$ cat src/sv/mis_pkg.sv
// shared widths, constants and the front-to-back word type of the mass index stream
package mis_pkg;

  localparam int PriceW       = 32;
  localparam int AlphaW       = 17;
  localparam int SpW          = 6;
  localparam int RangeW       = PriceW + 1;
  localparam int EmaW         = 49;
  localparam int RatioW       = 24;
  localparam int OutW         = 29;
  localparam int FracW        = 16;
  localparam int CfgDataW     = 32;
  localparam int CfgAddrW     = 3;
  localparam int QueueDepth   = 2;
  localparam int MaxWindowDef = 32;

  localparam logic [AlphaW-1:0] AlphaMin = 17'd1;
  localparam logic [AlphaW-1:0] AlphaOne = 17'd65536;
  localparam logic [AlphaW-1:0] AlphaDef = 17'd13107;
  localparam logic [SpW-1:0]    SpDef    = 6'd25;

  localparam logic signed [RatioW-1:0] RatioOne = 24'sd65536;
  localparam logic signed [RatioW-1:0] RatioMax = 24'sh7FFFFF;
  localparam logic signed [RatioW-1:0] RatioMin = 24'sh800000;
  localparam logic [RatioW-1:0]        QuoNegLimit = 24'h800000;

  localparam logic signed [OutW-1:0] SumMax = 29'sh0FFFFFFF;
  localparam logic signed [OutW-1:0] SumMin = 29'sh10000000;

  typedef struct packed {
    logic                   restart;
    logic signed [EmaW-1:0] first_ema;
    logic signed [EmaW-1:0] second_ema;
  } ema_pair_t;

endpackage

$ cat src/sv/mass_index_stream_core.sv
// top level of the mass index stream: config registers, front end, queue, back end
//
// Input channel in_valid/in_ready carries one price bar per word: in_bar_high,
// in_bar_low (unsigned Q16.16) and in_start_of_series. Output channel
// out_valid/out_ready carries one word per bar: out_mass_value, signed Q12.16,
// the sum of the latest min(window length, bars in series) ema ratios.
// The front end runs the two ema updates (a seed bar seeds both from its range,
// others pass two multiply and two add states) and writes the ema pair into a
// two-entry queue, so it keeps taking bars while the back end works. Per bar
// the back end runs a 25-step shift-subtract divider for the ratio, one ring
// write, then one ring memory read per summed ratio, the summed ratios being
// the window. That back end loop sets the sustained rate.
// Register 0 at address 0 is ema_alpha (Q1.16, 17 bits), register 1 at
// address 4 is the window length (6 bits); write them only while the block is idle.
// Reset loads the default register values and leaves no open series; the
// first bar after reset always starts a series. When out_ready stays low the
// finished word holds in the output register, the back end waits with its
// next result, and once the queue fills in_ready drops.
module mass_index_stream_core #(
  parameter int MAX_WINDOW = mis_pkg::MaxWindowDef
) (
  input  logic                              clk,
  input  logic                              rst_n,
  input  logic                              in_valid,
  output logic                              in_ready,
  input  logic [mis_pkg::PriceW-1:0]        in_bar_high,
  input  logic [mis_pkg::PriceW-1:0]        in_bar_low,
  input  logic                              in_start_of_series,
  output logic                              out_valid,
  input  logic                              out_ready,
  output logic signed [mis_pkg::OutW-1:0]   out_mass_value,
  input  logic                              psel,
  input  logic                              penable,
  input  logic                              pwrite,
  input  logic [mis_pkg::CfgAddrW-1:0]      paddr,
  input  logic [mis_pkg::CfgDataW-1:0]      pwdata,
  output logic [mis_pkg::CfgDataW-1:0]      prdata,
  output logic                              pready
);

  localparam logic RegEmaAlpha  = 1'b0;
  localparam logic RegWindowLen = 1'b1;

  logic [mis_pkg::AlphaW-1:0]  alpha_r;
  logic [mis_pkg::SpW-1:0]     window_len_r;
  logic [mis_pkg::AlphaW-1:0]  alpha_eff;
  logic                        cfg_wr;
  logic                        reg_sel;

  logic                        fq_valid;
  logic                        fq_ready;
  mis_pkg::ema_pair_t          fq_data;
  logic                        qb_valid;
  logic                        qb_ready;
  mis_pkg::ema_pair_t          qb_data;

  assign pready  = 1'b1;
  assign reg_sel = paddr[2];
  assign cfg_wr  = psel && penable && pwrite && pready;

  always_comb begin
    unique case (reg_sel)
      RegEmaAlpha:  prdata = mis_pkg::CfgDataW'(alpha_r);
      RegWindowLen: prdata = mis_pkg::CfgDataW'(window_len_r);
      default:      prdata = '0;
    endcase
  end

  always_ff @(posedge clk) begin
    if (!rst_n) begin
      alpha_r      <= mis_pkg::AlphaDef;
      window_len_r <= mis_pkg::SpDef;
    end else if (cfg_wr) begin
      if (reg_sel == RegEmaAlpha) begin
        alpha_r <= pwdata[mis_pkg::AlphaW-1:0];
      end else begin
        window_len_r <= pwdata[mis_pkg::SpW-1:0];
      end
    end
  end

  // zero acts as the smallest step, anything above 1.0 as 1.0
  assign alpha_eff = (alpha_r == '0) ? mis_pkg::AlphaMin :
                     (alpha_r > mis_pkg::AlphaOne) ? mis_pkg::AlphaOne : alpha_r;

  mis_front u_front (
    .clk                (clk),
    .rst_n              (rst_n),
    .in_valid           (in_valid),
    .in_ready           (in_ready),
    .in_bar_high        (in_bar_high),
    .in_bar_low         (in_bar_low),
    .in_start_of_series (in_start_of_series),
    .alpha              (alpha_eff),
    .q_valid            (fq_valid),
    .q_ready            (fq_ready),
    .q_data             (fq_data)
  );

  mis_queue u_queue (
    .clk        (clk),
    .rst_n      (rst_n),
    .push_valid (fq_valid),
    .push_ready (fq_ready),
    .push_data  (fq_data),
    .pop_valid  (qb_valid),
    .pop_ready  (qb_ready),
    .pop_data   (qb_data)
  );

  mis_back #(
    .MAX_WINDOW (MAX_WINDOW)
  ) u_back (
    .clk            (clk),
    .rst_n          (rst_n),
    .q_valid        (qb_valid),
    .q_ready        (qb_ready),
    .q_data         (qb_data),
    .window_len     (window_len_r),
    .out_valid      (out_valid),
    .out_ready      (out_ready),
    .out_mass_value (out_mass_value)
  );

endmodule

$ cat src/sv/mis_front.sv
// front end: takes bars, runs both ema updates and hands the ema pair on
module mis_front (
  input  logic                          clk,
  input  logic                          rst_n,
  input  logic                          in_valid,
  output logic                          in_ready,
  input  logic [mis_pkg::PriceW-1:0]    in_bar_high,
  input  logic [mis_pkg::PriceW-1:0]    in_bar_low,
  input  logic                          in_start_of_series,
  input  logic [mis_pkg::AlphaW-1:0]    alpha,
  output logic                          q_valid,
  input  logic                          q_ready,
  output mis_pkg::ema_pair_t            q_data
);

  localparam int DiffW = mis_pkg::EmaW + 1;
  localparam int ProdW = mis_pkg::AlphaW + 1 + DiffW;
  localparam logic signed [ProdW-1:0] RoundHalf = ProdW'(32768);

  typedef enum logic [2:0] {
    F_IDLE,
    F_MUL1,
    F_ADD1,
    F_MUL2,
    F_ADD2,
    F_PUSH
  } fstate_t;

  fstate_t                               state_r;
  logic                                  open_r;
  logic                                  restart_r;
  logic signed [mis_pkg::RangeW-1:0]     range_r;
  logic signed [mis_pkg::EmaW-1:0]       e1_r;
  logic signed [mis_pkg::EmaW-1:0]       e2_r;
  logic signed [ProdW-1:0]               prod_r;

  logic signed [mis_pkg::RangeW-1:0]     range_in;
  logic signed [DiffW-1:0]               diff_sel;
  logic signed [ProdW-1:0]               prod_nxt;
  logic signed [ProdW-1:0]               step_full;
  logic signed [mis_pkg::EmaW-1:0]       e_add;

  assign range_in  = $signed({1'b0, in_bar_high}) - $signed({1'b0, in_bar_low});
  assign diff_sel  = (state_r == F_MUL1) ? (DiffW'(range_r) - DiffW'(e1_r))
                                         : (DiffW'(e1_r) - DiffW'(e2_r));
  // e' = e + round(alpha * (x - e) / 2^16), ties toward +inf
  assign prod_nxt  = $signed({1'b0, alpha}) * diff_sel;
  assign step_full = (prod_r + RoundHalf) >>> mis_pkg::FracW;
  assign e_add     = mis_pkg::EmaW'(step_full);

  assign in_ready = (state_r == F_IDLE);
  assign q_valid  = (state_r == F_PUSH);
  assign q_data   = '{restart: restart_r, first_ema: e1_r, second_ema: e2_r};

  always_ff @(posedge clk) begin
    if (!rst_n) begin
      state_r   <= F_IDLE;
      open_r    <= 1'b0;
      restart_r <= 1'b0;
      e1_r      <= '0;
      e2_r      <= '0;
    end else begin
      unique case (state_r)
        F_IDLE: begin
          if (in_valid) begin
            range_r   <= range_in;
            restart_r <= in_start_of_series || !open_r;
            if (in_start_of_series || !open_r) begin
              // new series: both emas seed from this bar
              e1_r    <= mis_pkg::EmaW'(range_in);
              e2_r    <= mis_pkg::EmaW'(range_in);
              open_r  <= 1'b1;
              state_r <= F_PUSH;
            end else begin
              state_r <= F_MUL1;
            end
          end
        end
        F_MUL1: begin
          prod_r  <= prod_nxt;
          state_r <= F_ADD1;
        end
        F_ADD1: begin
          e1_r    <= e1_r + e_add;
          state_r <= F_MUL2;
        end
        F_MUL2: begin
          prod_r  <= prod_nxt;
          state_r <= F_ADD2;
        end
        F_ADD2: begin
          e2_r    <= e2_r + e_add;
          state_r <= F_PUSH;
        end
        F_PUSH: begin
          if (q_ready) begin
            state_r <= F_IDLE;
          end
        end
        default: begin
          state_r <= F_IDLE;
        end
      endcase
    end
  end

endmodule

$ cat src/sv/mis_queue.sv
// short fifo of ema pairs between the front and back ends
module mis_queue (
  input  logic                 clk,
  input  logic                 rst_n,
  input  logic                 push_valid,
  output logic                 push_ready,
  input  mis_pkg::ema_pair_t   push_data,
  output logic                 pop_valid,
  input  logic                 pop_ready,
  output mis_pkg::ema_pair_t   pop_data
);

  localparam int PtrW = $clog2(mis_pkg::QueueDepth);
  localparam int CntW = $clog2(mis_pkg::QueueDepth + 1);

  mis_pkg::ema_pair_t  slots_r [mis_pkg::QueueDepth];
  logic [PtrW-1:0]     wr_ptr_r;
  logic [PtrW-1:0]     rd_ptr_r;
  logic [CntW-1:0]     count_r;
  logic                do_push;
  logic                do_pop;

  assign push_ready = (count_r != CntW'(mis_pkg::QueueDepth));
  assign pop_valid  = (count_r != '0);
  assign pop_data   = slots_r[rd_ptr_r];
  assign do_push    = push_valid && push_ready;
  assign do_pop     = pop_valid && pop_ready;

  always_ff @(posedge clk) begin
    if (do_push) begin
      slots_r[wr_ptr_r] <= push_data;
    end
  end

  always_ff @(posedge clk) begin
    if (!rst_n) begin
      wr_ptr_r <= '0;
      rd_ptr_r <= '0;
      count_r  <= '0;
    end else begin
      if (do_push) begin
        wr_ptr_r <= (wr_ptr_r == PtrW'(mis_pkg::QueueDepth - 1)) ? '0 : wr_ptr_r + 1'b1;
      end
      if (do_pop) begin
        rd_ptr_r <= (rd_ptr_r == PtrW'(mis_pkg::QueueDepth - 1)) ? '0 : rd_ptr_r + 1'b1;
      end
      if (do_push && !do_pop) begin
        count_r <= count_r + 1'b1;
      end else if (do_pop && !do_push) begin
        count_r <= count_r - 1'b1;
      end
    end
  end

endmodule

$ cat src/sv/mis_back.sv
// back end: ratio divider, ratio ring and window sum with the output register
module mis_back #(
  parameter int MAX_WINDOW = mis_pkg::MaxWindowDef
) (
  input  logic                              clk,
  input  logic                              rst_n,
  input  logic                              q_valid,
  output logic                              q_ready,
  input  mis_pkg::ema_pair_t                q_data,
  input  logic [mis_pkg::SpW-1:0]           window_len,
  output logic                              out_valid,
  input  logic                              out_ready,
  output logic signed [mis_pkg::OutW-1:0]   out_mass_value
);

  localparam int IdxW  = (MAX_WINDOW > 1) ? $clog2(MAX_WINDOW) : 1;
  localparam int CntW  = $clog2(MAX_WINDOW + 1);
  localparam int SpXW  = (CntW > mis_pkg::SpW) ? CntW : mis_pkg::SpW;
  localparam int AccW  = mis_pkg::RatioW + CntW;
  localparam int SatW  = (AccW > mis_pkg::OutW) ? AccW : mis_pkg::OutW;
  localparam int QuoW  = mis_pkg::RatioW;
  localparam int NumW  = mis_pkg::EmaW + mis_pkg::FracW;
  localparam int DshW  = mis_pkg::EmaW + QuoW;
  localparam int StepW = $clog2(QuoW + 1);

  typedef enum logic [2:0] {
    B_IDLE,
    B_PREP,
    B_DIV,
    B_WRITE,
    B_SUM,
    B_DONE
  } bstate_t;

  bstate_t                               state_r;
  mis_pkg::ema_pair_t                    pair_r;
  logic [NumW-1:0]                       rem_r;
  logic [DshW-1:0]                       dsh_r;
  logic [QuoW-1:0]                       quo_r;
  logic [StepW-1:0]                      step_r;
  logic                                  ovf_r;
  logic                                  neg_r;
  logic                                  dzero_r;
  logic [IdxW-1:0]                       slot_r;
  logic [CntW-1:0]                       seen_r;
  logic [IdxW-1:0]                       rd_idx_r;
  logic [CntW-1:0]                       left_r;
  logic                                  rd_vld_r;
  logic signed [mis_pkg::RatioW-1:0]     rd_data_r;
  logic signed [AccW-1:0]                acc_r;
  logic                                  out_valid_r;
  logic signed [mis_pkg::OutW-1:0]       out_value_r;

  logic signed [mis_pkg::RatioW-1:0]     ring_mem [MAX_WINDOW];

  logic [mis_pkg::EmaW-1:0]              abs_num;
  logic [mis_pkg::EmaW-1:0]              abs_den;
  logic                                  ge;
  logic signed [mis_pkg::RatioW-1:0]     quo_s;
  logic signed [mis_pkg::RatioW-1:0]     ratio;
  logic [CntW-1:0]                       seen_nxt;
  logic [SpXW-1:0]                       sp_x;
  logic [SpXW-1:0]                       sp_c;
  logic [CntW-1:0]                       win;
  logic signed [SatW-1:0]                acc_x;
  logic signed [mis_pkg::OutW-1:0]       sum_sat;
  logic                                  out_free;

  assign abs_num = pair_r.first_ema[mis_pkg::EmaW-1] ? (~pair_r.first_ema + 1'b1)
                                                     : pair_r.first_ema;
  assign abs_den = pair_r.second_ema[mis_pkg::EmaW-1] ? (~pair_r.second_ema + 1'b1)
                                                      : pair_r.second_ema;
  assign ge      = (DshW'(rem_r) >= dsh_r);

  // magnitude quotient, then sign and saturation
  assign quo_s = $signed(quo_r);
  always_comb begin
    if (dzero_r) begin
      ratio = mis_pkg::RatioOne;
    end else if (neg_r) begin
      ratio = (ovf_r || (quo_r > mis_pkg::QuoNegLimit)) ? mis_pkg::RatioMin : -quo_s;
    end else begin
      ratio = (ovf_r || quo_r[QuoW-1]) ? mis_pkg::RatioMax : quo_s;
    end
  end

  assign seen_nxt = (seen_r < CntW'(MAX_WINDOW)) ? seen_r + 1'b1 : seen_r;
  assign sp_x     = SpXW'(window_len);
  assign sp_c     = (sp_x == '0) ? SpXW'(1) :
                    (sp_x > SpXW'(MAX_WINDOW)) ? SpXW'(MAX_WINDOW) : sp_x;
  assign win      = (sp_c < SpXW'(seen_nxt)) ? CntW'(sp_c) : seen_nxt;

  assign acc_x    = SatW'(acc_r);
  assign sum_sat  = (acc_x > SatW'(mis_pkg::SumMax)) ? mis_pkg::SumMax :
                    (acc_x < SatW'(mis_pkg::SumMin)) ? mis_pkg::SumMin :
                    mis_pkg::OutW'(acc_x);

  assign out_free       = !out_valid_r || out_ready;
  assign q_ready        = (state_r == B_IDLE);
  assign out_valid      = out_valid_r;
  assign out_mass_value = out_value_r;

  // ratio ring; only slots written in the current series are ever read back
  always_ff @(posedge clk) begin
    if (state_r == B_WRITE) begin
      ring_mem[slot_r] <= ratio;
    end
    rd_data_r <= ring_mem[rd_idx_r];
  end

  always_ff @(posedge clk) begin
    if (!rst_n) begin
      state_r     <= B_IDLE;
      slot_r      <= '0;
      seen_r      <= '0;
      left_r      <= '0;
      rd_vld_r    <= 1'b0;
      out_valid_r <= 1'b0;
    end else begin
      if (out_valid_r && out_ready && (state_r != B_DONE)) begin
        out_valid_r <= 1'b0;
      end
      unique case (state_r)
        B_IDLE: begin
          if (q_valid) begin
            pair_r  <= q_data;
            if (q_data.restart) begin
              slot_r <= '0;
              seen_r <= '0;
            end
            state_r <= B_PREP;
          end
        end
        B_PREP: begin
          rem_r   <= {abs_num, {mis_pkg::FracW{1'b0}}};
          dsh_r   <= {abs_den, {QuoW{1'b0}}};
          neg_r   <= pair_r.first_ema[mis_pkg::EmaW-1] ^ pair_r.second_ema[mis_pkg::EmaW-1];
          dzero_r <= (pair_r.second_ema == '0);
          quo_r   <= '0;
          ovf_r   <= 1'b0;
          step_r  <= StepW'(QuoW);
          state_r <= B_DIV;
        end
        B_DIV: begin
          if (step_r == StepW'(QuoW)) begin
            // first compare only flags a quotient past the ratio range
            ovf_r <= ge;
          end else begin
            if (ge) begin
              rem_r <= rem_r - NumW'(dsh_r);
            end
            quo_r <= {quo_r[QuoW-2:0], ge};
          end
          dsh_r <= dsh_r >> 1;
          if (step_r == '0) begin
            state_r <= B_WRITE;
          end else begin
            step_r <= step_r - 1'b1;
          end
        end
        B_WRITE: begin
          slot_r   <= (slot_r == IdxW'(MAX_WINDOW - 1)) ? '0 : slot_r + 1'b1;
          seen_r   <= seen_nxt;
          rd_idx_r <= slot_r;
          left_r   <= win;
          acc_r    <= '0;
          rd_vld_r <= 1'b0;
          state_r  <= B_SUM;
        end
        B_SUM: begin
          // walk back from the newest ratio, one read a cycle
          if (left_r != '0) begin
            rd_idx_r <= (rd_idx_r == '0) ? IdxW'(MAX_WINDOW - 1) : rd_idx_r - 1'b1;
            left_r   <= left_r - 1'b1;
            rd_vld_r <= 1'b1;
          end else begin
            rd_vld_r <= 1'b0;
          end
          if (rd_vld_r) begin
            acc_r <= acc_r + AccW'(rd_data_r);
          end
          if ((left_r == '0) && !rd_vld_r) begin
            state_r <= B_DONE;
          end
        end
        B_DONE: begin
          if (out_free) begin
            out_valid_r <= 1'b1;
            out_value_r <= sum_sat;
            state_r     <= B_IDLE;
          end
        end
        default: begin
          state_r <= B_IDLE;
        end
      endcase
    end
  end

endmodule
$ cat config.mk
export PLATFORM = sky130hd
export DESIGN_NAME = mass_index_stream_core
export DESIGN_NICKNAME = d
export VERILOG_FILES = /design/src/sv/mis_pkg.sv /design/src/sv/mass_index_stream_core.sv /design/src/sv/mis_front.sv /design/src/sv/mis_queue.sv /design/src/sv/mis_back.sv
export SDC_FILE = /design/constraint.sdc
export NUM_CORES = 2
export LEC_CHECK = 0
export BUFFER_PORTS_ARGS = -buffer_cell sky130_fd_sc_hd__buf_4
export CAP_MARGIN = 0
export CORE_MARGIN = 2
export CORE_UTILIZATION = 42
export CTS_CLUSTER_SIZE = 20
export DETAILED_ROUTE_END_ITERATION = 16
export SYNTH_ARGS = -nofsm -noshare
export SYNTH_HDL_FRONTEND = slang
export SYNTH_SLANG_ARGS = --single-unit
$ cat constraint.sdc
create_clock -name clk -period 18.94 [get_ports clk]
set_input_delay 0.947 -clock clk [delete_from_list [all_inputs] [get_ports clk]]
set_output_delay 0.947 -clock clk [all_outputs]
set_load 0.005 [all_outputs]
Word level (Yosys, flattened, before mapping)
Memories as Yosys holds them, arrays and structs flattened. A register that Yosys moved wholly into a read port is not among the register bits.
Cells that the tools add are included.
Storage, ports and cells
  bits in registers: 582
  bits in writable memories: 966
  input port bits: 107
  memories kept: 2
Operators by class
  $add $sub $neg: 20
  $mul: 1
  order comparisons: 8
  eq/ne operators: 28
  multiplexer cells: 67
  bitwise logic cells: 4
  reductions and logical operators: 57
Memories
  u_back.ring_mem: words 32, width 24, read ports 1, clocked after memory_dff 1, write ports 1, RTL line mis_back.sv:54  | logic signed [mis_pkg::RatioW-1:0] ring_mem [MAX_WINDOW];
  u_queue.slots_r: words 2, width 99, read ports 1, clocked after memory_dff 1, write ports 1, RTL line mis_queue.sv:16  | mis_pkg::ema_pair_t slots_r [mis_pkg::QueueDepth];
Operators with widths (count)
  $mux 49: 4
  $pmux 49 s2: 2
  $pmux 73 s2: 1
  $mux 65: 2
  $pmux 65 s2: 1
  $mux 24: 5
  $add 49x1->49 const B: 2
  $add 49x49->49: 2
  $not 49->49: 2
  $ge 65x73->1: 1
  $add 65x17->65 const B: 1
  $mul 18x50->65: 1
  $sub 65x65->65: 1
  $pmux 32 s2: 1
  $pmux 30 s2: 1
  $mux 50: 1
  $sub 33x49->50: 1
  $sub 49x49->50: 1
  $logic_not 49->1: 1
  $pmux 24 s2: 1
  $mux 6: 7
  $pmux 3 s6: 2
  $reduce_and 3->1: 12
  $mux 17: 2
  other kinds (47): 130

Depth between registers and ports, before layout
  depth after elaboration: 6
  depth in mapped cells: 41

Modules after synthesis
A second synthesis with hierarchy kept.
Second synthesis, totals
  cell total of the unflattened synthesis: 9449
  area, all modules: 107237.8 sq um
Modules (own cells, without submodules)
  mis_back: instances 1, cells each 3396, area an instance 51597.0 sq um, seq. area each 33952.6 sq um
  mis_front: instances 1, cells each 5565, area an instance 46858.7 sq um, seq. area each 4554.4 sq um
  mis_queue: instances 1, cells each 332, area an instance 7414.6 sq um, seq. area each 6045.8 sq um
  mass_index_stream_core: instances 1, cells each 156, area an instance 1367.6 sq um, seq. area each 460.4 sq um

Worst setup path before layout
Ideal clock, no wire load.
  kind: reg-to-reg
  start point: reg u_front.e1_r[2] in the netlist's numbering
  end point: reg u_front.prod_r[64] (data pin)
  arrival: 9.211 ns
  required time: 18.672 ns
  path slack: 9.462 ns
  stages on the path, launching flop included: 37
  clock period less this slack: 9.478 ns
  cells stage by stage: dfxtp_1 > inv_1 > ha_1 > nor2b_1 > o31a_1 > o311ai_0 > a32oi_1 > a21bo_2 > a31oi_1 > o21bai_1 > a21oi_1 > xnor2_1 > nor2_1 > a21oi_1 > clkbuf_1 > nand2_1 > fa_1 > fa_1 > fa_1 > inv_1 > fa_1 > fa_1 > inv_1 > fa_1 > inv_1 > ha_1 > nand4_1 > nor4_1 > nor2b_1 > and3b_1 > o221ai_1 > a31oi_1 > a31oi_1 > nand3_1 > a21oi_1 > a211oi_1 > xnor3_1
Between the ends
  longest elaborated chain between the ends: 3
  elaborated cells between the ends (all ways): 4
Ends and longest elaborated chain
  from (decl): RTL line mis_front.sv:33  | logic signed [mis_pkg::EmaW-1:0] e1_r;
  from (signal assigned): RTL line mis_front.sv:70  | e1_r <= mis_pkg::EmaW'(range_in);
  from (signal assigned): RTL line mis_front.sv:84  | e1_r <= e1_r + e_add;
  $sub 49x49->50 or $sub 33x49->50 (tied branches): RTL line mis_front.sv:45, mis_front.sv:44
  $mux 50 (*): RTL line mis_front.sv:44  | assign diff_sel = (state_r == F_MUL1) ? (DiffW'(range_r) - DiffW'(e1_r))
  $mul 18x50->65 (*): RTL line mis_front.sv:47  | assign prod_nxt = $signed({1'b0, alpha}) * diff_sel;
  named net u_front.prod_nxt[64]: RTL line mis_front.sv:39  | logic signed [ProdW-1:0] prod_nxt;
  to (signal assigned): RTL line mis_front.sv:80  | prod_r <= prod_nxt;
  to (signal assigned): RTL line mis_front.sv:88  | prod_r <= prod_nxt;
  to (decl): RTL line mis_front.sv:35  | logic signed [ProdW-1:0] prod_r;
Mark *: on every way through the listed nets, which the timed path passes. The rest lies on a longest branch.
A chain may end at the register's enable or synchronous reset.

Worst setup path in the final report
  start point: reg u_front.e2_r[1] in the netlist's numbering
  end point: reg u_front.prod_r[62] (data pin)
Between the ends
  longest elaborated chain between the ends: 3
Ends and longest elaborated chain
  from (decl): RTL line mis_front.sv:34  | logic signed [mis_pkg::EmaW-1:0] e2_r;
  from (signal assigned): RTL line mis_front.sv:71  | e2_r <= mis_pkg::EmaW'(range_in);
  from (signal assigned): RTL line mis_front.sv:92  | e2_r <= e2_r + e_add;
  $sub 49x49->50: RTL line mis_front.sv:45  | : (DiffW'(e1_r) - DiffW'(e2_r));
  $mux 50: RTL line mis_front.sv:44
  $mul 18x50->65: RTL line mis_front.sv:47
  named net u_front.prod_nxt[62]: RTL line mis_front.sv:39
The timed path passes the listed nets, and every way through them passes these cells.

==> impl_metrics.json <==
{
  "timing.critical_path.fanout_max": 17,
  "min_period_over_period_pct": 64.9,
  "final_cell_count_no_fill": 12834,
  "xor_xnor_share_of_the_synthesized_area_pct": 4.02,
  "syn-instance-count": 9278,
  "synth_compound_gate_area_share_pct": 9.42,
  "synthFlopType": "sky130_fd_sc_hd__edfxtp_1",
  "grt_util_all_layers_pct": 23.4,
  "clock_tree.buffer_depth": 3,
  "synth_top_area_share_pct": 39.4,
  "rr_startpoint": "u_front.e2_r[1]",
  "port-buffer-count": 137,
  "ys_types": 85,
  "grt_pass1_wl_um": 452000,
  "setup_tns_ns": 0,
  "achievable_freq_mhz": 81.3,
  "routabilityCongestion": 0.962,
  "synth_sequential_area_ratio_pct": 42.7,
  "die_h_um": 505,
  "fin_worst_skew_ns": 0.0644,
  "wl_met3_um": 18300,
  "start_kind": "flop",
  "routed_via_density": 5.58,
  "drt_iter0_drc": 6313,
  "dp_hpwl_um": 212000,
  "post_dp_cell_area_um2": 111000,
  "max_slew_headroom_pct": 12.5,
  "max-cap-violations": 0,
  "cts_max_level": 4,
  "master_of_the_slowest_instance_on_the_critical_path": "sky130_fd_sc_hd__a2111oi_0",
  "design.die.area_um2": 255000,
  "grt_max_degree": 159,
  "cp_data_required_time_ns": 19.48,
  "placed_cells": 12513,
  "timing.final.hold_violations": 0,
  "drt-wirelength-per-cell_um": 23.3,
  "holdCritStartpoint": "pwdata[13]",
  "drive_gt1_share_pct": 11.2,
  "postLayoutCellArea_um2": 116000,
  "design.core.area_um2": 249000,
  "multiplexer_share_of_the_synthesized_area_pct": 6.88,
  "area_taken_by_multi_input_logic_gates_um2": 55000,
  "design.portCount": 171,
  "worstPathArrival_ns": 12.83,
  "nets": 10724,
  "path_class": "flop to flop",
  "largest_family_of_logic_cells_by_synthesized_area": "adder cells",
  "clk_transition_reported_paths_ns": 0.05,
  "tritoncts_clock_tree": "built",
  "cts_hold_buffers": 0,
  "drt_drc_violations_left": 0,
  "setup_viol_count_final": 0,
  "yosys_register_bits": 1558,
  "num-fill-cells": 22532,
  "synth_fa_ha_area_share_pct": 20.8,
  "final_max_slew_viol_count": 0,
  "route.final.wire_length_um": 299000,
  "critical_path.endpoint_type": "flop",
  "postSynthAreaPerCell_um2": 11.4,
  "run_status": "finished clean",
  "worstSkewPairLatency_ns": 0.84,
  "vias": 71616,
  "setup_repair_after_global_routing_missed_its_margin": "no",
  "dr.pass1.iters": 7,
  "post_cts.repair.setup_buffers": 0,
  "final.min_clock_period_ns": 12.30,
  "ys_warn_count": 0,
  "cts.sinks": 1558,
  "critical_path.max_stage_delay_ns": 0.83,
  "die_width_um": 505,
  "globalRoute.totalOverflow": 0,
  "synth.cell_area_um2": 105000,
  "number_of_antenna_violations_at_the_first_check_in_global_routing": 6,
  "synth_async_sr_flop_share_pct": 0,
  "synthDominantAreaCellType": "sky130_fd_sc_hd__edfxtp_1",
  "synth-edff-count": 1381,
  "sequential_cell_area_um2": 45000,
  "post_synth_main_area_contributors": "sky130_fd_sc_hd__edfxtp_1 39%, sky130_fd_sc_hd__fa_1 15%, sky130_fd_sc_hd__ha_1 5.8%, sky130_fd_sc_hd__mux4_2 5.1%, sky130_fd_sc_hd__inv_1 4.2%",
  "grt_pass1_vias": 72535,
  "origin_of_the_worst_setup_path": "u_front.e2_r[1]",
  "rows": 183,
  "layout-area-overhead-vs-synth_pct": 10.6,
  "route.layer.met1.wl_um": 124000,
  "total_cts_buffers": 170,
  "worst_min_path_class": "input pin to flop",
  "routed.top_layer": "met4",
  "max_slew.worst_pin.slew_ns": 1.31,
  "drt.antenna.violating_nets": 0,
  "critical_path.most_common_cell": "sky130_fd_sc_hd__fa_1",
  "met2_wirelength_um": 142000,
  "clk_root_buffer_cell": "sky130_fd_sc_hd__clkbuf_16",
  "cts_repair_resize_count": 0,
  "area_share_of_and_or_nand_nor_cells_after_synthesis_pct": 10.4,
  "initial_core_util_pct": 42.3
}
## flip-flops by register name, summed over array words and instances (netlist names), 5 cells and up, named ones only
register,count
u_back.rem_r,65
window_len_r,6
u_front.prod_r,50
u_back.acc_r,30
u_back.ring_mem,768
u_back.pair_r,98
u_back.left_r,6
u_back.step_r,5
u_back.rd_data_r,24
u_front.e2_r,49
u_back.quo_r,24
u_back.dsh_r,73
alpha_r,17
u_back.slot_r,5
u_front.range_r,33
u_back.seen_r,6
u_back.out_mass_value,29
u_front.e1_r,49
u_queue.slots_r,198
u_back.rd_idx_r,5
## final timing paths
check	endpoint	slack, ns	cells past startpoint
max reg2reg	u_front.prod_r[62]	6.64	38
min	alpha_r[13]	0.35	3
max	u_front.prod_r[62]	6.64	38
min reg2reg	u_back.rd_vld_r	0.49	2
## cell type report
class / count / area share, %
multi-input cells: 6152 / 47.2
flip-flops and latches: 1558 / 38.7
clock buffers: 211 / 3.85
inverters: 1187 / 3.83
well taps: 3330 / 3.58
repair buffers: 287 / 1.89
clock inverters: 105 / 0.947
diodes: 4 / 0.00860
## critical path: cells and delay by family (launching register included)
family	cells	cell delay (ns)
simple gates	6	1.47
flops	1	0.55
compound gates	15	5.30
mux	1	0.12
xor+xnor	2	0.32
fa+ha+maj	8	3.65
buf+inv	6	0.57
## cell usage after synthesis (all sizes together), types with 41 or more instances
cell    count
a211oi     75
a21o      254
a21oi     433
a31oi      41
and2      143
and3       91
buf        57
clkbuf    338
dfxtp     177
edfxtp   1381
fa        776
ha        485
inv      1187
mux2      134
mux4      240
nand2     844
nand2b     88
nand3     112
nand4      54
nor2      738
nor2b      85
nor3       99
o21a       64
o21ai     334
o21bai     47
or3        51
xnor2     278
xor2      203
## per-stage QoR
step           hold WS (ns)  worst slack [ns]  util (%)
6_report              0.352              6.64      46.8
5_1_grt               0.313              5.89      46.8
4_1_cts               0.261              6.73      46.8
3_5_place_dp          0.478              6.77      44.5
3_3_place_gp          0.464              6.97      44.5
2_1_floorplan         0.425              9.46         -
## layout by cell type, fill, tap and decap left out, drive strengths merged, types with 28 or more instances in the layout
cell type / netlist / routed
dfxtp: 177 / 177
o21bai: 47 / 47
mux4: 240 / 240
inv: 1187 / 1197
nand2: 844 / 844
mux2: 134 / 134
xor2: 203 / 203
ha: 485 / 485
nand4: 54 / 54
o21ai: 334 / 334
a211oi: 75 / 75
nor2: 738 / 738
and2: 143 / 143
buf: 57 / 287
nand2b: 88 / 88
o31ai: 35 / 35
clkbuf: 338 / 211
nor3: 99 / 99
and3: 91 / 91
or3: 51 / 51
nand3: 112 / 112
a21oi: 433 / 433
mux2i: 33 / 33
xnor2: 278 / 278
edfxtp: 1381 / 1381
nor2b: 85 / 85
o21a: 64 / 64
a311oi: 29 / 29
fa: 776 / 776
a221oi: 36 / 36
clkinv: 0 / 75
maj3: 28 / 28
a31oi: 41 / 41
a21o: 254 / 254
o211ai: 28 / 28
## kinds of logic (layout without fill, tap and decap cells)
family | Yosys count | in the layout
multiplexers | 407 | 407
buffers and inverters | 1582 | 1790
XOR/XNOR | 482 | 482
other | 2 | 20
AND/OR/NAND/NOR | 2410 | 2410
flip-flops | 1558 | 1558
AO/OA/AOI/OAI | 1548 | 1548
adder cells (fa/ha/maj) | 1289 | 1289
## metal layers
metal / up-vias / GRT usage, %
met4: 0 / 9.81
met2: 2441 / 38.5
met1: 36283 / 31.0
met5: - / 0
met3: 595 / 3.08
li1: 32297 / -
Power is not shown: default switching activity piles up to over one toggle a cycle in this logic, so the estimate is an artifact.
